`src/sv/bmf_pkg.sv`:
```
// bmf_pkg: shared constants, types and helpers of the 3x3 box mean filter
// depends on nothing; used by every module of the block
package bmf_pkg;

    localparam int MAX_COLS   = 1024;
    localparam int MAX_ROWS   = 1024;
    localparam int COL_BITS   = $clog2(MAX_COLS);
    localparam int ROW_BITS   = $clog2(MAX_ROWS);
    localparam int DIM_BITS   = 11;
    localparam int PIX_BITS   = 8;
    localparam int LINE_COUNT = 2;
    localparam int WORD_BITS  = PIX_BITS * LINE_COUNT;
    localparam int CSUM_BITS  = 10;
    localparam int SUM_BITS   = 12;
    localparam int PROD_BITS  = 24;
    localparam int RECIP_SHIFT = 15;
    localparam int FIFO_DEPTH = 8;
    localparam int FIFO_AW    = $clog2(FIFO_DEPTH);
    localparam int CNT_BITS   = FIFO_AW + 1;
    localparam int TDATA_BITS = 32;

    // floor(x/9) == (x*3641)>>15 for every x below 2^15
    localparam logic [SUM_BITS-1:0] RECIP_NINTH = SUM_BITS'(3641);
    localparam logic [SUM_BITS-1:0] ROUND_HALF  = SUM_BITS'(4);

    localparam logic [DIM_BITS-1:0] DIM_MIN   = DIM_BITS'(3);
    localparam logic [DIM_BITS-1:0] WIDTH_MAX = DIM_BITS'(MAX_COLS);
    localparam logic [DIM_BITS-1:0] HEIGHT_MAX = DIM_BITS'(MAX_ROWS);
    localparam logic [DIM_BITS-1:0] WIDTH_RST  = DIM_BITS'(640);
    localparam logic [DIM_BITS-1:0] HEIGHT_RST = DIM_BITS'(480);

    // configuration register indexes
    localparam logic CFG_FRAME_WIDTH  = 1'b0;
    localparam logic CFG_FRAME_HEIGHT = 1'b1;

    // pixel accepted and routed to the window stage
    typedef struct packed {
        logic                 vld;
        logic [PIX_BITS-1:0]  pix;
        logic [ROW_BITS-1:0]  row;
        logic [COL_BITS-1:0]  col;
        logic                 has_res;
        logic                 last;
        logic                 fwd;
        logic [WORD_BITS-1:0] fwd_data;
    } t_s1;

    typedef struct packed {
        logic                 en;
        logic [COL_BITS-1:0]  addr;
        logic [WORD_BITS-1:0] data;
    } t_mem_wr;

    typedef struct packed {
        logic                frame_done;
        logic [COL_BITS-1:0] col;
        logic [ROW_BITS-1:0] row;
        logic [PIX_BITS-1:0] mean;
    } t_result;

    function automatic logic [DIM_BITS-1:0] clamp_dim(input logic [DIM_BITS-1:0] v,
                                                      input logic [DIM_BITS-1:0] maxv);
        logic [DIM_BITS-1:0] res;
        res = v;
        if (v < DIM_MIN) begin
            res = DIM_MIN;
        end else if (v > maxv) begin
            res = maxv;
        end
        return res;
    endfunction

endpackage

```
`src/sv/bmf_window.sv`:
```
// bmf_window: column assembly, line store write back, window sum and divide by nine
// depends on bmf_pkg; fed by the accept stage and the line store read port
module bmf_window
    import bmf_pkg::*;
(
    input  logic                 i_clk,
    input  logic                 i_rst_n,
    input  t_s1                  i_s1,
    input  logic [WORD_BITS-1:0] i_rd_data,
    output t_mem_wr              o_mem_wr,
    output logic                 o_push,
    output t_result              o_res
);

    logic [WORD_BITS-1:0] word;
    logic [PIX_BITS-1:0]  above1;
    logic [PIX_BITS-1:0]  above2;
    logic [CSUM_BITS-1:0] col_sum;

    logic [CSUM_BITS-1:0] r_cs0;
    logic [CSUM_BITS-1:0] r_cs1;

    logic                 r_c_vld;
    logic [SUM_BITS-1:0]  r_c_sum;
    logic [ROW_BITS-1:0]  r_c_row;
    logic [COL_BITS-1:0]  r_c_col;
    logic                 r_c_last;

    logic                 r_d_vld;
    logic [PROD_BITS-1:0] r_d_prod;
    logic [ROW_BITS-1:0]  r_d_row;
    logic [COL_BITS-1:0]  r_d_col;
    logic                 r_d_last;

    always_comb begin
        // forward the word written back in the same cycle the read was issued
        word   = i_s1.fwd ? i_s1.fwd_data : i_rd_data;
        above1 = (i_s1.row >= ROW_BITS'(1)) ? word[WORD_BITS-1 -: PIX_BITS] : '0;
        above2 = (i_s1.row >= ROW_BITS'(LINE_COUNT)) ? word[PIX_BITS-1:0] : '0;
        col_sum = CSUM_BITS'(above1) + CSUM_BITS'(above2) + CSUM_BITS'(i_s1.pix);
        o_mem_wr.en   = i_s1.vld;
        o_mem_wr.addr = i_s1.col;
        o_mem_wr.data = {i_s1.pix, word[WORD_BITS-1 -: PIX_BITS]};
    end

    // column sums of the two previous columns
    always_ff @(posedge i_clk) begin
        if (i_s1.vld) begin
            r_cs0 <= col_sum;
            r_cs1 <= r_cs0;
        end
    end

    always_ff @(posedge i_clk) begin
        if (!i_rst_n) begin
            r_c_vld <= 1'b0;
            r_d_vld <= 1'b0;
        end else begin
            r_c_vld <= i_s1.vld & i_s1.has_res;
            r_d_vld <= r_c_vld;
        end
    end

    always_ff @(posedge i_clk) begin
        r_c_sum  <= SUM_BITS'(col_sum) + SUM_BITS'(r_cs0) + SUM_BITS'(r_cs1) + ROUND_HALF;
        r_c_row  <= i_s1.row - ROW_BITS'(1);
        r_c_col  <= i_s1.col - COL_BITS'(1);
        r_c_last <= i_s1.last;
        r_d_prod <= PROD_BITS'(r_c_sum) * PROD_BITS'(RECIP_NINTH);
        r_d_row  <= r_c_row;
        r_d_col  <= r_c_col;
        r_d_last <= r_c_last;
    end

    always_comb begin
        o_push           = r_d_vld;
        o_res.mean       = r_d_prod[RECIP_SHIFT +: PIX_BITS];
        o_res.row        = r_d_row;
        o_res.col        = r_d_col;
        o_res.frame_done = r_d_last;
    end

endmodule

```
`config.mk`:
```
export PLATFORM = sky130hd
export DESIGN_NAME = bmf_window
export DESIGN_NICKNAME = d
export VERILOG_FILES = /design/src/sv/bmf_pkg.sv /design/src/sv/bmf_window.sv
export SDC_FILE = /design/constraint.sdc
export NUM_CORES = 1
export LEC_CHECK = 0
export ABC_AREA = 1
export BUFFER_PORTS_ARGS = -buffer_cell sky130_fd_sc_hd__buf_2
export CAP_MARGIN = 25
export CELL_PAD_IN_SITES_DETAIL_PLACEMENT = 1
export CELL_PAD_IN_SITES_GLOBAL_PLACEMENT = 1
export CORE_MARGIN = 1.5
export CORE_UTILIZATION = 46
export DETAILED_ROUTE_END_ITERATION = 6
export GPL_TIMING_DRIVEN = 1
export PLACE_DENSITY = 0.89
export RECOVER_POWER = 25
export SYNTH_ARGS = -nofsm -noshare
export SYNTH_HDL_FRONTEND = slang
export SYNTH_SLANG_ARGS = --single-unit
export TNS_END_PERCENT = 1
```
`constraint.sdc`:
```
create_clock -name i_clk -period 8.9 [get_ports i_clk]
set_clock_uncertainty 0.05 [all_clocks]
set_input_delay 1.335 -clock i_clk [delete_from_list [all_inputs] [get_ports i_clk]]
set_output_delay 1.335 -clock i_clk [all_outputs]
set_load 0.02 [all_outputs]
```
* Word level (Yosys, flattened, before mapping)
Cells that the tools add are included.
** Word-level totals
- Flip-flop bits (word level) :: 99
** Operators by class
- $add $sub $neg :: 7
- $mul :: 1
- Magnitude comparators :: 2
- Muxes and demuxes :: 3
- Bitwise operators :: 1
** Operator list (number)
- $mul 12x12->23 const B :: 1
- $sub 10x1->10 const B :: 2
- $mux 16 :: 1
- $mux 8 :: 2
- $add 11x10->12 :: 1
- $add 12x3->12 const B :: 1
- $add 10x10->11 :: 1
- $add 9x8->10 :: 1
- $ge 10x1->1 const B :: 1
- $ge 10x2->1 const B :: 1
- $add 8x8->9 :: 1
- $and 1x1->1 :: 1

* Depth between registers and ports, before layout
- Depth after elaboration :: 7
- Gate-level depth with buffers :: 24
- Mapped depth without buffers :: 23

* Least setup slack after synthesis
OpenSTA, ideal clock, no wires.
- Path type :: input -> register
- Start :: input port i_s1[35] (netlist bit)
- End :: register r_c_sum[10]
- Data arrival time :: 5.455 ns
- Required time :: 8.732 ns
- Slack :: 3.276 ns
- Cell stages on the path :: 21
- Path buffers :: 0
- Cells stage by stage :: nor4_2 nand3_2 nor3b_4 nor2_1 fa_1 ha_1 fa_1 nand3_1 nand3_1 nand2_1 nand2_1 a21oi_1 xor2_1 inv_1 fa_1 ha_1 ha_1 a21o_1 nand3_1 nand3_1 xor2_1
** On the way
- Word-level cells in the longest chain between the ends :: 7
- Elaborated cells on any way between the ends :: 9
- Those cells by class :: 5 x add/sub; 2 x order compare; 2 x mux
** Ends and longest elaborated chain
- start, declared :: line bmf_window.sv:8 : input t_s1 i_s1,
- $ge 10x1->1 or $ge 10x2->1 (tied branches) :: line bmf_window.sv:38, bmf_window.sv:39
- $mux 8, on equally long branches :: line bmf_window.sv:38, bmf_window.sv:39
- $add 8x8->9 (*) :: line bmf_window.sv:40 : col_sum = CSUM_BITS'(above1) + CSUM_BITS'(above2) + CSUM_BITS'(i_s1.pix);
- $add 9x8->10 (*) :: line bmf_window.sv:40
- named net col_sum[7] :: line bmf_window.sv:18 : logic [CSUM_BITS-1:0] col_sum;
- $add 10x10->11 (*) :: line bmf_window.sv:65 : r_c_sum <= SUM_BITS'(col_sum) + SUM_BITS'(r_cs0) + SUM_BITS'(r_cs1) + ROUND_HALF;
- $add 11x10->12 (*) :: line bmf_window.sv:65
- $add 12x3->12 (*) :: line bmf_window.sv:65
- end signal, assigned :: line bmf_window.sv:65
- end, declared :: line bmf_window.sv:24 : logic [SUM_BITS-1:0] r_c_sum;
The timed path passes the listed nets; every way through them passes the cells marked *.
A chain may end at the register's enable or synchronous reset.

* Final worst setup path
- Start :: input port i_s1[35] (netlist bit)
- End :: register r_c_sum[11]
Same word-level chain as after synthesis.

==> results.md <==
- Synthesis Warnings: 0
- Yosys cell types: 32
- Drt first pass iters: 5
- Clock latency on the worst-skew pair: 0.35 ns
- Filler cell count: 1603
- Adder-cell share of the synthesized area: 35.2%
- Post-Syn Area: 0.00619 mm^2
- Diode count: 0
- GRT Total Usage: 24.4%
- IO buf count: 122
- MaxCap Viol Count: 0
- Total Neg Setup Slack: 0 ns
- Endpoints failing setup: 0
- Fin nets: 995
- Via/cell ratio: 5.01
- CTS tree: yes
- Hold_buf cts: 0
- Vias in the first global route: 5594
- Worst setup SP type: input pin
- Share of cells above drive strength 1: 18.6%
- Maximum fanout along the worst path: 8
- Starting Density: 47.0%
- Slew Limit Fails: 0
- CTS clock-pin slew for the worst setup and hold paths: 0.07 ns
- Status: finished, final reports clean
- CP Buf/Inv Count: 2
- Post-cts sizing count: 0
- Io pins: 123
- R2R cell count: 16
- Final ANT Viol Nets: 0
- Final hold violation count: 0
- Max incr delay on CP: 0.47 ns
- Die W: 119 um
- Delay-heaviest family, CP: adder cells
- Post-route DRC: 0
- Initial DRC Count: 124
- Post-Syn Instances: 674
- Slew @ Worst Pin: 1.15 ns
- Avg Inst Size Synth: 9.19 um^2
- Core area: 0.0132 mm^2
- WP depth: 24
- Die footprint: 0.0142 mm^2
- Max Fclk: 0.166 GHz
- Row count: 42
- Top cells by area, synth: dfxtp_1 21%, ha_1 19%, fa_1 16%, edfxtp_1 9.7%, inv_1 7.9%
- Sequential element share of the synthesized area: 30.4%
- Cts bufs inserted: 9
- Post-DR wirelength/cell: 16.7 um
- CP Class: input pin to register
- CP cell instances: buf_2 -> nor4_2 -> nand3_2 -> nor3b_4 -> nor2_1 -> fa_1 -> ha_1 -> fa_1 -> nand3_1 -> nand3_1 -> nand2_1 -> nand2_1 -> a21oi_1 -> xor2_1 -> inv_1 -> fa_1 -> ha_1 -> ha_1 -> nand2_1 -> nor2_1 -> nand2_1 -> nand4_1 -> a21oi_1 -> o21bai_1
- Clock Tree Root: clkbuf_16
- Post-synthesis xor/xnor area fraction: 4.38%
- Asr flop ratio synth: 0%
- Critical Path End Type: register
- Tcrit/Tclk final: 67.6%
- Hold Crit Class: register to register
- Number of synthesized flops with an enable pin: 20
- Slew Limit Headroom: 23.3%
- Via count: 4835
- DRT Wirelength: 16200 um
- Main combinational cell family by area after synthesis: adder cells
- Post-CTS setup buffer count: 0
- Clock Tree Buf Depth: 2
- Synthesized Nets: 884
- CP most frequent cell: nand2_1
- Min Clock Period, post-route: 6.01 ns
- CTS Sinks: 84
- Primary FF master, synth: dfxtp_1
- Most frequent cells after synthesis: 130 x inv_1, 111 x nand2_1, 94 x ha_1
- Synth Area in Simple Gates: 15.2%
- H-Tree Depth: 3
- Gp weighted congestion: 0.934
- Compound-Gate Fraction of Synth Area: 4.40%
- Layout area overhead: 15.8%
- Global route overflow: 0
- Largest net degree at the start of global routing: 23
- Critical Path Slowest Stage Cell: fa_1
- Top cell type's share of synthesized area: 20.7%
- Worst hold path depth: 0
- Most common cell in the netlist: inv_1
- RSZ-0062 raised after global routing: false
- Post-synth top area cell: dfxtp_1
- Initial antenna violation count: 0
- Seq cells post-synth: 84
- Critical Path RT: 9.10 ns
- Mux share of post-synthesis cell area: 0%
- First-pass GRT wire length: 26800 um
- Setup slack, reg-to-reg: 4.61 ns
- Die Ht: 119 um
- DP HPWL: 13200 um
- Critical Path AT: 6.21 ns
## worst register-to-register path, cell delays in order, from the launching register on
cell and delay, ns:
dfxtp_1 0.50, fa_1 0.48, ha_1 0.32, inv_1 0.07, fa_1 0.51, fa_1 0.52, inv_1 0.05, fa_1 0.42
ha_1 0.32, nand2_1 0.16, inv_1 0.09, a21oi_1 0.25, nor2_1 0.07, nor3_1 0.19, nand2_1 0.08, nand2_1 0.06
nand2_1 0.04
## cells by family (layout without fill, tap and decap cells)
kind of cell | Yosys count | in the layout
fa+ha+maj | 144 | 144
xor+xnor | 31 | 31
compound gates | 50 | 50
buf+inv | 152 | 268
flops | 84 | 84
simple gates | 213 | 213
## registers in the layout, indices dropped and copies added (netlist names)
register  cells
r_d_row      10
r_c_row      10
r_c_vld       1
r_cs0        10
r_c_sum      12
r_d_last      1
r_d_prod      8
r_d_col      10
r_c_last      1
r_c_col      10
r_cs1        10
o_push        1
## area by class of cell
cell class	instances	area [um^2]	share of cell area, %
clock buffers	10	250	3.49
clock inverters	6	58.8	0.820
repair buffers	122	606	8.45
inverters	130	488	6.81
multi-input cells	438	3660	51.1
flip-flops and latches	84	1880	26.2
well taps	176	220	3.07
## layer usage
metal  routed length [um]  up-vias  part of all wire [%]  track usage [%]
met3                  801       43                   5.0             5.75
met2                 9050      145                    56             49.3
li1                     -     2332                     -                -
met5                    0        -                     0                0
met1                 5740     2315                    35             22.8
met4                  571        0                   3.5             10.8
## cell usage in the layout (no fill, tap or decap), types with 3 or more instances in the layout
cell type	netlist	routed
a21oi_1	27	27
buf_2	1	118
clkbuf_1	1	4
clkbuf_16	0	10
dfxtp_1	64	64
edfxtp_1	20	20
fa_1	50	50
ha_1	94	94
inv_1	130	130
inv_8	0	3
nand2_1	111	111
nand3_1	28	28
nand4_1	5	5
nor2_1	40	40
nor3_1	11	11
o21ai_0	13	13
o21bai_1	5	5
or2_2	8	8
xnor2_1	12	12
xor2_1	19	19
## worst paths after layout
| check | startpoint | endpoint |
|---|---|---|
| max reg2reg | r_c_sum[3]$_DFF_P_ | r_d_prod[19]$_DFF_P_ |
| min | r_c_col[7]$_DFF_P_ | r_d_col[7]$_DFF_P_ |
| min reg2reg | r_c_col[7]$_DFF_P_ | r_d_col[7]$_DFF_P_ |
| max | i_s1[35] | r_c_sum[11]$_DFF_P_ |
## metrics by stage
step	hold WS, ns	area [um^2]	setup WS [ns]	cells	util (%)
global placement	0.261	6870	2.83	950	52.0
finish	0.282	7170	2.89	966	54.4
floorplan	0.260	6190	3.28	674	-
CTS	0.281	7170	2.88	966	54.4
detailed placement	0.264	6870	2.65	950	52.0
global route	0.284	7170	2.60	966	54.4
Power is left out: the tool's default activity adds up to more than one toggle a clock period on the data nets, which glitch-free logic cannot reach.
