--- src/sv/bmf_pkg.sv ---
// bmf_pkg: shared constants, types and helpers of the 3x3 box mean filter
// depends on nothing; used by every module of the block
package bmf_pkg;

    localparam int MAX_COLS   = 1024;
    localparam int MAX_ROWS   = 1024;
    localparam int COL_BITS   = $clog2(MAX_COLS);
    localparam int ROW_BITS   = $clog2(MAX_ROWS);
    localparam int DIM_BITS   = 11;
    localparam int PIX_BITS   = 8;
    localparam int LINE_COUNT = 2;
    localparam int WORD_BITS  = PIX_BITS * LINE_COUNT;
    localparam int CSUM_BITS  = 10;
    localparam int SUM_BITS   = 12;
    localparam int PROD_BITS  = 24;
    localparam int RECIP_SHIFT = 15;
    localparam int FIFO_DEPTH = 8;
    localparam int FIFO_AW    = $clog2(FIFO_DEPTH);
    localparam int CNT_BITS   = FIFO_AW + 1;
    localparam int TDATA_BITS = 32;

    // floor(x/9) == (x*3641)>>15 for every x below 2^15
    localparam logic [SUM_BITS-1:0] RECIP_NINTH = SUM_BITS'(3641);
    localparam logic [SUM_BITS-1:0] ROUND_HALF  = SUM_BITS'(4);

    localparam logic [DIM_BITS-1:0] DIM_MIN   = DIM_BITS'(3);
    localparam logic [DIM_BITS-1:0] WIDTH_MAX = DIM_BITS'(MAX_COLS);
    localparam logic [DIM_BITS-1:0] HEIGHT_MAX = DIM_BITS'(MAX_ROWS);
    localparam logic [DIM_BITS-1:0] WIDTH_RST  = DIM_BITS'(640);
    localparam logic [DIM_BITS-1:0] HEIGHT_RST = DIM_BITS'(480);

    // configuration register indexes
    localparam logic CFG_FRAME_WIDTH  = 1'b0;
    localparam logic CFG_FRAME_HEIGHT = 1'b1;

    // pixel accepted and routed to the window stage
    typedef struct packed {
        logic                 vld;
        logic [PIX_BITS-1:0]  pix;
        logic [ROW_BITS-1:0]  row;
        logic [COL_BITS-1:0]  col;
        logic                 has_res;
        logic                 last;
        logic                 fwd;
        logic [WORD_BITS-1:0] fwd_data;
    } t_s1;

    typedef struct packed {
        logic                 en;
        logic [COL_BITS-1:0]  addr;
        logic [WORD_BITS-1:0] data;
    } t_mem_wr;

    typedef struct packed {
        logic                frame_done;
        logic [COL_BITS-1:0] col;
        logic [ROW_BITS-1:0] row;
        logic [PIX_BITS-1:0] mean;
    } t_result;

    function automatic logic [DIM_BITS-1:0] clamp_dim(input logic [DIM_BITS-1:0] v,
                                                      input logic [DIM_BITS-1:0] maxv);
        logic [DIM_BITS-1:0] res;
        res = v;
        if (v < DIM_MIN) begin
            res = DIM_MIN;
        end else if (v > maxv) begin
            res = maxv;
        end
        return res;
    endfunction

endpackage

--- src/sv/bmf_out_fifo.sv ---
// bmf_out_fifo: result queue in front of the output stream
// depends on bmf_pkg; never overfilled because the top level holds credits for it
module bmf_out_fifo
    import bmf_pkg::*;
(
    input  logic    i_clk,
    input  logic    i_rst_n,
    input  logic    i_push,
    input  t_result i_res,
    input  logic    i_pop,
    output logic    o_valid,
    output t_result o_res
);

    t_result               r_mem [FIFO_DEPTH];
    logic [FIFO_AW-1:0]    r_wr_ptr;
    logic [FIFO_AW-1:0]    r_rd_ptr;
    logic [CNT_BITS-1:0]   r_count;
    logic                  pop;

    assign o_valid = (r_count != '0);
    assign pop     = i_pop & o_valid;
    assign o_res   = r_mem[r_rd_ptr];

    always_ff @(posedge i_clk) begin
        if (i_push) begin
            r_mem[r_wr_ptr] <= i_res;
        end
    end

    always_ff @(posedge i_clk) begin
        if (!i_rst_n) begin
            r_wr_ptr <= '0;
            r_rd_ptr <= '0;
            r_count  <= '0;
        end else begin
            if (i_push) begin
                r_wr_ptr <= r_wr_ptr + FIFO_AW'(1);
            end
            if (pop) begin
                r_rd_ptr <= r_rd_ptr + FIFO_AW'(1);
            end
            case ({i_push, pop})
                2'b10:   r_count <= r_count + CNT_BITS'(1);
                2'b01:   r_count <= r_count - CNT_BITS'(1);
                default: r_count <= r_count;
            endcase
        end
    end

endmodule

--- config.mk ---
export PLATFORM = sky130hd
export DESIGN_NAME = bmf_out_fifo
export DESIGN_NICKNAME = d
export VERILOG_FILES = /design/src/sv/bmf_pkg.sv /design/src/sv/bmf_out_fifo.sv
export SDC_FILE = /design/constraint.sdc
export NUM_CORES = 1
export LEC_CHECK = 0
export CORE_MARGIN = 2
export CORE_UTILIZATION = 41
export DETAILED_ROUTE_END_ITERATION = 12
export DONT_BUFFER_PORTS = 1
export PLACE_DENSITY = 0.67
export SKIP_LAST_GASP = 1
export SLEW_MARGIN = 15
export SYNTH_ARGS = -nofsm -noshare
export SYNTH_HDL_FRONTEND = slang
export SYNTH_SLANG_ARGS = --single-unit
--- constraint.sdc ---
create_clock -name i_clk -period 2.9 [get_ports i_clk]
set_input_delay 0.58 -clock i_clk [delete_from_list [all_inputs] [get_ports i_clk]]
set_output_delay 0.58 -clock i_clk [all_outputs]
set_load 0.05 [all_outputs]
# Yosys cells after proc, flatten, opt, wreduce, memory -nomap -nowiden

Memories as Yosys holds them, arrays and structs flattened. A register that Yosys moved wholly into a read port is not among the register bits.
Cells that the tools add are included.

Register bits after elaboration: 10
RAM bits: 232
Input bits: 33
Memories: 1

Add/subtract/negate cells: 4
Equality and inequality tests: 2
Multiplexer cells: 5
Bitwise logic cells: 1
Reduce and logical (&&, ||, !) cells: 2

Memories:

| memory | depth | bits a word | read ports | clocked after Yosys merged registers in | write ports | RTL line           | source |
|---|---|---|---|---|---|---|---|
| r_mem  | 8     | 29          | 1          | 1                                       | 1           | bmf_out_fifo.sv:15 | `t_result r_mem [FIFO_DEPTH];` |

Operator list:

| kind                                              | number |
|---|---|
| case mux 4 bit (2 select lines)                   | 1 |
| adder 3 x 1 -> 3 bit (second input constant)      | 2 |
| two-way mux 3 bit                                 | 2 |
| adder 4 x 1 -> 4 bit (second input constant)      | 1 |
| nonzero test 4 bit                                | 1 |
| subtractor 4 x 1 -> 4 bit (second input constant) | 1 |
| == test 2 x 1 -> 1 bit (second input constant)    | 1 |
| == test 2 bit (second input constant)             | 1 |
| two-way mux 1 bit                                 | 2 |
| nonzero test 2 bit                                | 1 |
| AND 1 bit                                         | 1 |

# Longest topological paths before layout

Gate-level depths: netlist (run 1).

Depth in word-level cells: 4
Gate-level depth with buffers: 10

# Worst setup path after synthesis (run 1)

No wires, ideal clock.

Kind: input to register
Start point: in i_push
End point: mem r_mem[0][0] (netlist name), enable pin
Library setup time: 0.451 ns
Arrival: 2.680 ns
Setup slack: -0.231 ns
Stages on the path: 2
Buffers on the path: 0
Path through: nand2b_1 nor3_1

Longest elaborated chain between the ends: 2

Ends and longest elaborated chain:

| item                                    | RTL line           | source |
|---|---|---|
| from (decl)                             | bmf_out_fifo.sv:8  | `input logic i_push,` |
| two-way mux 1 bit                       | bmf_out_fifo.sv:26 | `if (i_push) begin` |
| two-way mux 1 bit (implied by the code) | bmf_out_fifo.sv:27 | `r_mem[r_wr_ptr] <= i_res;` |
| to (decl)                               | bmf_out_fifo.sv:15 |  |

No other way between the ends.

==> flow_summary.html, run 1 <==
<table>
<tr><th>Metric</th><th>Value</th></tr>
<tr><th colspan="2">Status</th></tr>
<tr><td>Outcome</td><td>completed</td></tr>
<tr><th colspan="2">Final layout</th></tr>
<tr><td>Multi-input gate area in the final layout</td><td>0.00217 mm^2</td></tr>
<tr><td>Final Net Count</td><td>470</td></tr>
<tr><td>Share of cells above drive strength 1</td><td>0.316</td></tr>
<tr><td>Antenna cell count</td><td>0</td></tr>
<tr><td>Number of standard cells in the layout, taps in and fillers out</td><td>735</td></tr>
<tr><td>Synth-to-layout area growth</td><td>13.2%</td></tr>
<tr><td>Storage cell area</td><td>0.00723 mm^2</td></tr>
<tr><td>Fillcell total</td><td>1,769</td></tr>
<tr><th colspan="2">Min path</th></tr>
<tr><td>Hold Path Class</td><td>input pin to flip-flop</td></tr>
<tr><td>Worst Hold Path Cells</td><td>0</td></tr>
<tr><th colspan="2">Global route</th></tr>
<tr><td>GRT Residual Overflow</td><td>0</td></tr>
<tr><td>First-pass GRT wire length</td><td>25.0 mm</td></tr>
<tr><td>Via count of the first global-routing pass</td><td>4,280</td></tr>
<tr><td>Pin count of the biggest net entering global routing</td><td>59</td></tr>
<tr><td>All-layer global routing usage</td><td>0.138</td></tr>
<tr><td>Antenna violations before repair</td><td>0</td></tr>
<tr><th colspan="2">Clock tree</th></tr>
<tr><td>Clock tree from TritonCTS</td><td>built</td></tr>
<tr><td>Clock tree root buffer cell</td><td>sky130_fd_sc_hd__clkbuf_16</td></tr>
<tr><td>Total number of clock tree sinks</td><td>245</td></tr>
<tr><td>Num CTS Buffers</td><td>24</td></tr>
<tr><td>Hold-fix buffer count after cts</td><td>0</td></tr>
<tr><td>Number of H-tree levels</td><td>1</td></tr>
<tr><td>Insertion delay to the later sink of the worst-skew pair</td><td>0.50 ns</td></tr>
<tr><td>Resize count post-CTS</td><td>0</td></tr>
<tr><td>Worst-path clk slew</td><td>0.06 ns</td></tr>
<tr><td>Clk buf depth</td><td>3</td></tr>
<tr><th colspan="2">Die</th></tr>
<tr><td>Die outline area</td><td>0.0243 mm^2</td></tr>
<tr><td># IOs</td><td>63</td></tr>
<tr><td>Total core area</td><td>0.0226 mm^2</td></tr>
<tr><td>Effective utilization at floorplan</td><td>0.418</td></tr>
<tr><td>Vertical extent of the die</td><td>156 um</td></tr>
<tr><td>Horizontal die dimension</td><td>156 um</td></tr>
<tr><td>Rows</td><td>55</td></tr>
<tr><th colspan="2">Job</th></tr>
<tr><td>Max-Cap Viols</td><td>0</td></tr>
<tr><th colspan="2">Timing</th></tr>
<tr><td>Setup TNS</td><td>0 ns</td></tr>
<tr><td>F_max</td><td>371 MHz</td></tr>
<tr><td>Clock period minus worst slack</td><td>2.69 ns</td></tr>
<tr><td>Worst Clk Skew</td><td>0.0132 ns</td></tr>
<tr><td>Transition time of the tightest slew-check pin</td><td>0.574 ns</td></tr>
<tr><td>Worst slack on hold paths</td><td>0.163 ns</td></tr>
<tr><td>Total count of max-transition violations in the final report</td><td>0</td></tr>
<tr><td>Final Cycle Share</td><td>0.928</td></tr>
<tr><td>Crit path setup slack, layout</td><td>0.208 ns</td></tr>
<tr><td>Worst slew margin</td><td>0.617</td></tr>
<tr><td>Setup-violating endpoint count in the final report</td><td>0</td></tr>
<tr><td>RSZ-0062 raised after global routing</td><td>no</td></tr>
<tr><td>Final Hold Violating Endpoints</td><td>0</td></tr>
<tr><th colspan="2">Pwr</th></tr>
<tr><td>Total power</td><td>8990 uW</td></tr>
<tr><td>Leakage</td><td>0.00334 uW</td></tr>
<tr><td>Maximum vdd ir drop</td><td>680 uV</td></tr>
<tr><td>Pwr/cell area</td><td>839 mW/mm^2</td></tr>
<tr><th colspan="2">Synthesis</th></tr>
<tr><td>Avg Synthesized Cell Area</td><td>23.3 um^2</td></tr>
<tr><td>Number of different library cells in the post-synthesis netlist</td><td>32</td></tr>
<tr><td>Synthesized cell area</td><td>0.00947 mm^2</td></tr>
<tr><td>Net count of the mapped netlist</td><td>445</td></tr>
<tr><td>Sequential cell area fraction in the yosys report</td><td>0.763</td></tr>
<tr><td>#FFs+latches synth</td><td>245</td></tr>
<tr><td>Synthesis warning total</td><td>0</td></tr>
<tr><td>Number of cells produced by synthesis</td><td>407</td></tr>
<tr><th colspan="2">Route</th></tr>
<tr><td>Final routed DRC violation total</td><td>0</td></tr>
<tr><td>Detail Route Antenna Nets</td><td>0</td></tr>
<tr><td>Post-detailed-routing wire length</td><td>16.4 mm</td></tr>
<tr><td>Detailed Route Iter0 Violations</td><td>199</td></tr>
<tr><td>Vias per Instance</td><td>5.37</td></tr>
<tr><td>Average wire per cell in the routed design</td><td>22.3 um</td></tr>
<tr><td>Vias after detailed routing</td><td>3,946</td></tr>
<tr><td>1st-pass router iterations</td><td>6</td></tr>
<tr><th colspan="2">Setup path</th></tr>
<tr><td>Endpoint class of the critical path</td><td>output pin</td></tr>
<tr><td>Worst Path Class, Setup</td><td>flip-flop to output pin</td></tr>
<tr><td>Worst-path cell chain</td><td>buf_12 -&gt; mux4_1 -&gt; mux2_2</td></tr>
<tr><td>Critical path's largest stage delay</td><td>0.56 ns</td></tr>
<tr><td>Slowest stage cell on the critical path</td><td>sky130_fd_sc_hd__mux4_1</td></tr>
<tr><td>Setup slack on the worst flop-to-flop path</td><td>0.42 ns</td></tr>
<tr><td>Cells on worst reg2reg path</td><td>10</td></tr>
<tr><td>Startpoint types</td><td>flip-flop</td></tr>
<tr><td>Data required, critical path</td><td>2.32 ns</td></tr>
<tr><td>Crit path max fanout</td><td>16</td></tr>
<tr><td>Arrival time worst endpoint</td><td>2.11 ns</td></tr>
<tr><th colspan="2">Place</th></tr>
<tr><td>DPL Wire Length</td><td>8.91 mm</td></tr>
<tr><td>Inst Count DP</td><td>688</td></tr>
<tr><td>Routability Congestion</td><td>0.692</td></tr>
<tr><td>Number of buffers inserted by port buffering</td><td>0</td></tr>
<tr><td>Worst slack at placement</td><td>0.420 ns</td></tr>
</table>
per-layer routing:
layer / track usage / vias up / routed length [um]
li1: - / 1758 / -
met1: 0.170 / 2092 / 6730
met2: 0.236 / 75 / 8200
met3: 0.0481 / 21 / 1290
met4: 0.0293 / 0 / 211
met5: 0 / - / 0
worst paths after layout:
path / start / endpoint
max: flip-flop / o_res[4]
max reg2reg: r_count[1] / r_count[2]
min reg2reg: r_count[3] / r_count[3]
min: i_res[25] / r_mem[4][25]
flip-flops by register name, summed over array words and instances (netlist names), named ones only:
| register | cells |
|---|---|
| r_count | 4 |
| r_mem | 232 |
| r_rd_ptr | 3 |
| r_wr_ptr | 3 |
cell families (layout without fill, tap and decap cells):
kind of cell,count (synthesis),after routing,share of synthesized area
xor gates and xnor gates,7,7,0.00647
muxes,91,91,0.186
DFF,245,245,0.763
AOI/OAI and AO/OA,6,6,0.00449
and+or+nand+nor,33,33,0.0185
adders and majority gates,5,5,0.00661
buffers and inverters,20,63,0.0149
synthesized netlist by cell type:
cell	instances	area [um^2]
sky130_fd_sc_hd__a41oi_1	1	8.76
sky130_fd_sc_hd__inv_1	1	3.75
sky130_fd_sc_hd__nor2_1	6	22.5
sky130_fd_sc_hd__nor3_1	3	15.0
sky130_fd_sc_hd__nand2b_1	4	25.0
sky130_fd_sc_hd__mux4_1	13	342
sky130_fd_sc_hd__mux2i_1	3	30.0
sky130_fd_sc_hd__buf_12	3	60.1
sky130_fd_sc_hd__nor2b_1	2	12.5
sky130_fd_sc_hd__buf_2	5	25.0
sky130_fd_sc_hd__o41ai_1	1	8.76
sky130_fd_sc_hd__or4_4	1	11.3
sky130_fd_sc_hd__nand3_1	2	10.0
sky130_fd_sc_hd__ha_1	5	62.6
sky130_fd_sc_hd__clkbuf_1	8	30.0
sky130_fd_sc_hd__buf_6	1	11.3
sky130_fd_sc_hd__nor4b_1	1	8.76
sky130_fd_sc_hd__or3_1	1	6.26
sky130_fd_sc_hd__o21ai_0	1	5.00
sky130_fd_sc_hd__edfxtp_1	232	6970
sky130_fd_sc_hd__clkbuf_4	1	7.51
sky130_fd_sc_hd__xnor2_1	4	35.0
sky130_fd_sc_hd__mux2_2	20	225
sky130_fd_sc_hd__mux2_4	10	150
sky130_fd_sc_hd__nand2_1	7	26.3
sky130_fd_sc_hd__inv_2	1	3.75
sky130_fd_sc_hd__and2_1	6	37.5
sky130_fd_sc_hd__a21oi_1	1	5.00
sky130_fd_sc_hd__xor2_1	3	26.3
sky130_fd_sc_hd__dfxtp_1	13	260
sky130_fd_sc_hd__mux4_2	45	1010
sky130_fd_sc_hd__a21boi_1	2	15.0
power breakdown:
part,leakage (uW),internal [uW],switching [uW]
sequential,0.00222,4010,88.4
clock,0.000371,1740,1230
combinational,0.000750,800,1130
critical path, delay by kind of cell, from the launching register on:
kind,cells,cell delay [ns]
mux,2,0.97
buf+inv,1,0.20
flops,1,0.44
stage by stage:
step | util | cell area [um^2]
6_report | 0.473 | 10700
5_1_grt | 0.473 | 10700
4_1_cts | 0.473 | 10700
3_5_place_dp | 0.438 | 9920
3_3_place_gp | 0.438 | 9920
2_1_floorplan | - | 9480
repair_timing:
action	CTS	global route
endpoints found under the setup margin	20	0
endpoints found under the hold margin	0	0
buffers inserted	3	0
placed cells by master (no fill, tap or decap), types with 2 or more instances in the layout:
master,n
sky130_fd_sc_hd__a21boi_1,2
sky130_fd_sc_hd__and2_1,6
sky130_fd_sc_hd__buf_12,4
sky130_fd_sc_hd__buf_4,13
sky130_fd_sc_hd__bufinv_16,2
sky130_fd_sc_hd__clkbuf_16,25
sky130_fd_sc_hd__clkinv_1,7
sky130_fd_sc_hd__clkinv_2,6
sky130_fd_sc_hd__clkinvlp_4,4
sky130_fd_sc_hd__dfxtp_1,10
sky130_fd_sc_hd__dfxtp_2,2
sky130_fd_sc_hd__edfxtp_1,232
sky130_fd_sc_hd__ha_1,5
sky130_fd_sc_hd__mux2_2,20
sky130_fd_sc_hd__mux2_4,10
sky130_fd_sc_hd__mux2i_1,3
sky130_fd_sc_hd__mux4_1,13
sky130_fd_sc_hd__mux4_2,45
sky130_fd_sc_hd__nand2_1,7
sky130_fd_sc_hd__nand2b_1,4
sky130_fd_sc_hd__nand3_1,2
sky130_fd_sc_hd__nor2_4,6
sky130_fd_sc_hd__nor2b_1,2
sky130_fd_sc_hd__nor3_4,2
sky130_fd_sc_hd__xnor2_1,4
sky130_fd_sc_hd__xor2_1,3
final cells by class:
type | instances | share of cell area
repair buffers | 17 | 0.0166
clock inverters | 19 | 0.0137
multi-input cells | 142 | 0.202
inverters | 2 | 0.000701
flip-flops and latches | 245 | 0.675
clock buffers | 25 | 0.0584
well taps | 285 | 0.0333
Note: power is estimated with default switching activity, not from simulation.
==> run 2, diff against run 1 <==
--- a/config.mk
+++ b/config.mk
@@ -5,6 +5,7 @@
 export SDC_FILE = /design/constraint.sdc
 export NUM_CORES = 1
 export LEC_CHECK = 0
+export ABC_AREA = 1
 export CORE_MARGIN = 2
 export CORE_UTILIZATION = 41
 export DETAILED_ROUTE_END_ITERATION = 12
==> run 2 against run 1 <==
Net effect:
- die area grew 2.3%
- critical path depth grew 4
- register-to-register slack gained 0.30 ns
- first-iteration DRC count grew 120%
- routed wire length grew 21%
- core utilization grew 1.1 points
- via count grew 44%
- critical path type unchanged
- critical endpoint is now o_res[6]
- largest cell class unchanged
- highest routed layer unchanged
==> flow_summary.html, run 2 <==
<table>
<tr><th>Metric</th><th>Value</th></tr>
<tr><th colspan="2">Status</th></tr>
<tr><td>Outcome</td><td>completed</td></tr>
<tr><th colspan="2">Timing</th></tr>
<tr><td>Final Cycle Share</td><td>0.968</td></tr>
<tr><td>Worst slack on hold paths</td><td>0.158 ns</td></tr>
<tr><td>F_max</td><td>356 MHz</td></tr>
<tr><td>Worst Clk Skew</td><td>0.0116 ns</td></tr>
<tr><td>Worst slew margin</td><td>0.590</td></tr>
<tr><td>Clock period minus worst slack</td><td>2.81 ns</td></tr>
<tr><td>Setup-violating endpoint count in the final report</td><td>0</td></tr>
<tr><td>Setup TNS</td><td>0 ns</td></tr>
<tr><td>RSZ-0062 raised after global routing</td><td>no</td></tr>
<tr><td>Transition time of the tightest slew-check pin</td><td>0.614 ns</td></tr>
<tr><td>Final Hold Violating Endpoints</td><td>0</td></tr>
<tr><td>Crit path setup slack, layout</td><td>0.0929 ns</td></tr>
<tr><td>Total count of max-transition violations in the final report</td><td>0</td></tr>
<tr><th colspan="2">Route</th></tr>
<tr><td>Average wire per cell in the routed design</td><td>17.7 um</td></tr>
<tr><td>Detailed Route Iter0 Violations</td><td>440</td></tr>
<tr><td>Vias after detailed routing</td><td>5,700</td></tr>
<tr><td>Final routed DRC violation total</td><td>0</td></tr>
<tr><td>Vias per Instance</td><td>5.10</td></tr>
<tr><td>1st-pass router iterations</td><td>5</td></tr>
<tr><td>Post-detailed-routing wire length</td><td>19.8 mm</td></tr>
<tr><td>Detail Route Antenna Nets</td><td>0</td></tr>
<tr><th colspan="2">Setup path</th></tr>
<tr><td>CP Buf/Inv Count</td><td>3</td></tr>
<tr><td>Arrival time worst endpoint</td><td>2.23 ns</td></tr>
<tr><td>Worst-path cell chain</td><td>inv_4 -&gt; buf_4 -&gt; o21ai_0 -&gt; o21ai_1 -&gt; nand2_1 -&gt; nand2_1 -&gt; buf_4</td></tr>
<tr><td>Worst path top cell family by delay</td><td>buffers and inverters</td></tr>
<tr><td>Data required, critical path</td><td>2.32 ns</td></tr>
<tr><td>Worst Path Class, Setup</td><td>flip-flop to output pin</td></tr>
<tr><td>Startpoint types</td><td>flip-flop</td></tr>
<tr><td>Slowest stage cell on the critical path</td><td>sky130_fd_sc_hd__dfxtp_4</td></tr>
<tr><td>Crit path max fanout</td><td>22</td></tr>
<tr><td>Critical path's largest stage delay</td><td>0.52 ns</td></tr>
<tr><td>Endpoint class of the critical path</td><td>output pin</td></tr>
<tr><th colspan="2">Clock tree</th></tr>
<tr><td>Insertion delay to the later sink of the worst-skew pair</td><td>0.51 ns</td></tr>
<tr><td>Total number of clock tree sinks</td><td>245</td></tr>
<tr><td>Number of H-tree levels</td><td>1</td></tr>
<tr><td>Worst-path clk slew</td><td>0.06 ns</td></tr>
<tr><td>Clock tree root buffer cell</td><td>sky130_fd_sc_hd__clkbuf_16</td></tr>
<tr><td>Resize count post-CTS</td><td>0</td></tr>
<tr><td>Clk buf depth</td><td>3</td></tr>
<tr><td>Num CTS Buffers</td><td>25</td></tr>
<tr><td>Hold-fix buffer count after cts</td><td>0</td></tr>
<tr><td>Clock tree from TritonCTS</td><td>built</td></tr>
<tr><td># Post-CTS Setup Buffers</td><td>0</td></tr>
<tr><th colspan="2">Global route</th></tr>
<tr><td>First-pass GRT wire length</td><td>30.6 mm</td></tr>
<tr><td>GRT Residual Overflow</td><td>0</td></tr>
<tr><td>All-layer global routing usage</td><td>0.162</td></tr>
<tr><td>Via count of the first global-routing pass</td><td>5,576</td></tr>
<tr><td>Antenna violations before repair</td><td>0</td></tr>
<tr><td>Pin count of the biggest net entering global routing</td><td>65</td></tr>
<tr><th colspan="2">Synthesis</th></tr>
<tr><td>Avg Synthesized Cell Area</td><td>13.1 um^2</td></tr>
<tr><td>Biggest area contributors in the synthesized netlist</td><td>sky130_fd_sc_hd__edfxtp_1 (72%), sky130_fd_sc_hd__nor2_1 (5.0%), sky130_fd_sc_hd__o21ai_0 (4.3%)</td></tr>
<tr><td>Cell accounting for the most synthesized area</td><td>sky130_fd_sc_hd__edfxtp_1</td></tr>
<tr><td>Main flop type after synthesis</td><td>sky130_fd_sc_hd__edfxtp_1</td></tr>
<tr><td>Number of different library cells in the post-synthesis netlist</td><td>25</td></tr>
<tr><td>Portion of synthesized cell area occupied by the leading cell type</td><td>0.719</td></tr>
<tr><td>Net count of the mapped netlist</td><td>779</td></tr>
<tr><td>Number of cells produced by synthesis</td><td>741</td></tr>
<tr><td>Proportion of register bits with asynchronous set or reset after synthesis</td><td>0</td></tr>
<tr><td>Number of flops mapped to enable cells by yosys</td><td>232</td></tr>
<tr><td>Combinational family with the most area after synthesis</td><td>simple AND/OR/NAND/NOR gates</td></tr>
<tr><td>Synthesized cell area</td><td>0.00969 mm^2</td></tr>
<tr><td>Share of synthesized area spent on multiplexers</td><td>0.0300</td></tr>
<tr><td>Simple logic cell fraction of the synthesized area</td><td>0.0927</td></tr>
<tr><td>Synthesis warning total</td><td>0</td></tr>
<tr><td>Sequential cell area fraction in the yosys report</td><td>0.746</td></tr>
<tr><td>Area fraction in compound gates after synthesis</td><td>0.0884</td></tr>
<tr><td>Synthesized-area fraction occupied by xor and xnor cells</td><td>0.00271</td></tr>
<tr><td>Most common cell in the synthesized netlist</td><td>sky130_fd_sc_hd__edfxtp_1</td></tr>
<tr><td>Synthesized-area fraction occupied by adder cells</td><td>0.00646</td></tr>
<tr><td>#FFs+latches synth</td><td>245</td></tr>
<tr><td>Synth cell count leaders</td><td>sky130_fd_sc_hd__edfxtp_1 (232), sky130_fd_sc_hd__nor2_1 (128), sky130_fd_sc_hd__nand2_1 (104)</td></tr>
<tr><th colspan="2">Final layout</th></tr>
<tr><td>Register bank with the most flops</td><td>r_mem</td></tr>
<tr><td>Number of standard cells in the layout, taps in and fillers out</td><td>1,117</td></tr>
<tr><td>Antenna cell count</td><td>0</td></tr>
<tr><td>Flip-flop count of the largest register, all copies and words added</td><td>232</td></tr>
<tr><td>Synth-to-layout area growth</td><td>16.5%</td></tr>
<tr><td>Most common library cell in the layout ignoring fill and taps</td><td>sky130_fd_sc_hd__edfxtp_1</td></tr>
<tr><td>Fillcell total</td><td>1,968</td></tr>
<tr><td>Storage cell area</td><td>0.00724 mm^2</td></tr>
<tr><td>Multi-input gate area in the final layout</td><td>0.00219 mm^2</td></tr>
<tr><td>Share of cells above drive strength 1</td><td>0.129</td></tr>
<tr><td>Largest registers in the final layout</td><td>r_mem: 232 flops, r_count: 4 flops</td></tr>
<tr><td>Most frequent cells in the layout</td><td>sky130_fd_sc_hd__edfxtp_1 (232), sky130_fd_sc_hd__nor2_1 (120), sky130_fd_sc_hd__nand2_1 (104), sky130_fd_sc_hd__o21ai_0 (84), sky130_fd_sc_hd__buf_4 (47)</td></tr>
<tr><td>Final Net Count</td><td>818</td></tr>
<tr><th colspan="2">Place</th></tr>
<tr><td>Routability Congestion</td><td>0.740</td></tr>
<tr><td>Number of buffers inserted by port buffering</td><td>0</td></tr>
<tr><td>DPL Wire Length</td><td>11.4 mm</td></tr>
<tr><td>Worst slack at placement</td><td>0.623 ns</td></tr>
<tr><td>Inst Count DP</td><td>1,072</td></tr>
<tr><th colspan="2">Die</th></tr>
<tr><td>Rows</td><td>56</td></tr>
<tr><td>Vertical extent of the die</td><td>158 um</td></tr>
<tr><td>Total core area</td><td>0.0233 mm^2</td></tr>
<tr><td>Die outline area</td><td>0.0249 mm^2</td></tr>
<tr><td># IOs</td><td>63</td></tr>
<tr><td>Effective utilization at floorplan</td><td>0.415</td></tr>
<tr><td>Horizontal die dimension</td><td>158 um</td></tr>
<tr><th colspan="2">Pwr</th></tr>
<tr><td>Maximum vdd ir drop</td><td>478 uV</td></tr>
<tr><td>Leakage</td><td>0.00390 uW</td></tr>
<tr><td>Pwr/cell area</td><td>942 mW/mm^2</td></tr>
<tr><th colspan="2">Job</th></tr>
<tr><td>Max-Cap Viols</td><td>0</td></tr>
<tr><th colspan="2">Min path</th></tr>
<tr><td>Hold Path Class</td><td>input pin to flip-flop</td></tr>
</table>
## run 2: changes by cell type in the layout (fill, tap and decap cells not counted), sizes merged, moves of 29 or more
cell   previous run  this run
o21ai             1       124
nor2              6       128
nand2             7       104
mux4             58         0
buf              17        53
mux2             30         0
o22ai             0        29
## run 2: metrics by stage
stage / utilization / total power (uW) / cell area, um^2
3_3_place_gp: 0.444 / 7130 / 10400
5_1_grt: 0.484 / 11100 / 11300
4_1_cts: 0.483 / 10700 / 11300
3_5_place_dp: 0.444 / 7150 / 10400
6_report: 0.484 / 10600 / 11300
2_1_floorplan: - / 6420 / 9690
## run 2: area by class of cell
cell class	count	area share
flip-flops and latches	245	0.641
clock buffers	30	0.0571
repair buffers	53	0.0418
clock inverters	15	0.0247
well taps	319	0.0354
inverters	17	0.00587
multi-input cells	438	0.194
## run 2: where the power goes
part	internal [uW]	total (uW)	switching (uW)
combinational	915	2960	2040
sequential	4010	4120	117
clock	2300	3560	1270
## run 2: logic make-up (layout without fill, tap and decap cells)
family / Yosys count / after routing
AOI/OAI and AO/OA: 164 / 164
buffers and inverters: 58 / 115
xor gates and xnor gates: 3 / 3
and+or+nand+nor: 237 / 237
adders and majority gates: 5 / 5
DFF: 245 / 245
muxes: 29 / 29
## run 2: layer usage
| layer | up-vias | global-route usage | routed length, um |
|---|---|---|---|
| met2 | 159 | 0.259 | 9160 |
| met1 | 2754 | 0.219 | 8780 |
| met3 | 39 | 0.0370 | 1340 |
| li1 | 2748 | - | - |
| met4 | 0 | 0.0532 | 501 |
| met5 | - | 0 | 0 |
## run 2: path summary, 6_finish.rpt
| kind | from | endpoint | slack, ns | depth (start not counted) |
|---|---|---|---|---|
| max reg2reg | r_count[0] | r_count[2] | 0.72 | 14 |
| min reg2reg | r_rd_ptr[0] | r_rd_ptr[0] | 0.49 | 1 |
| max | flip-flop | o_res[6] | 0.09 | 7 |
| min | i_res[26] | r_mem[4][26] | 0.16 | 0 |
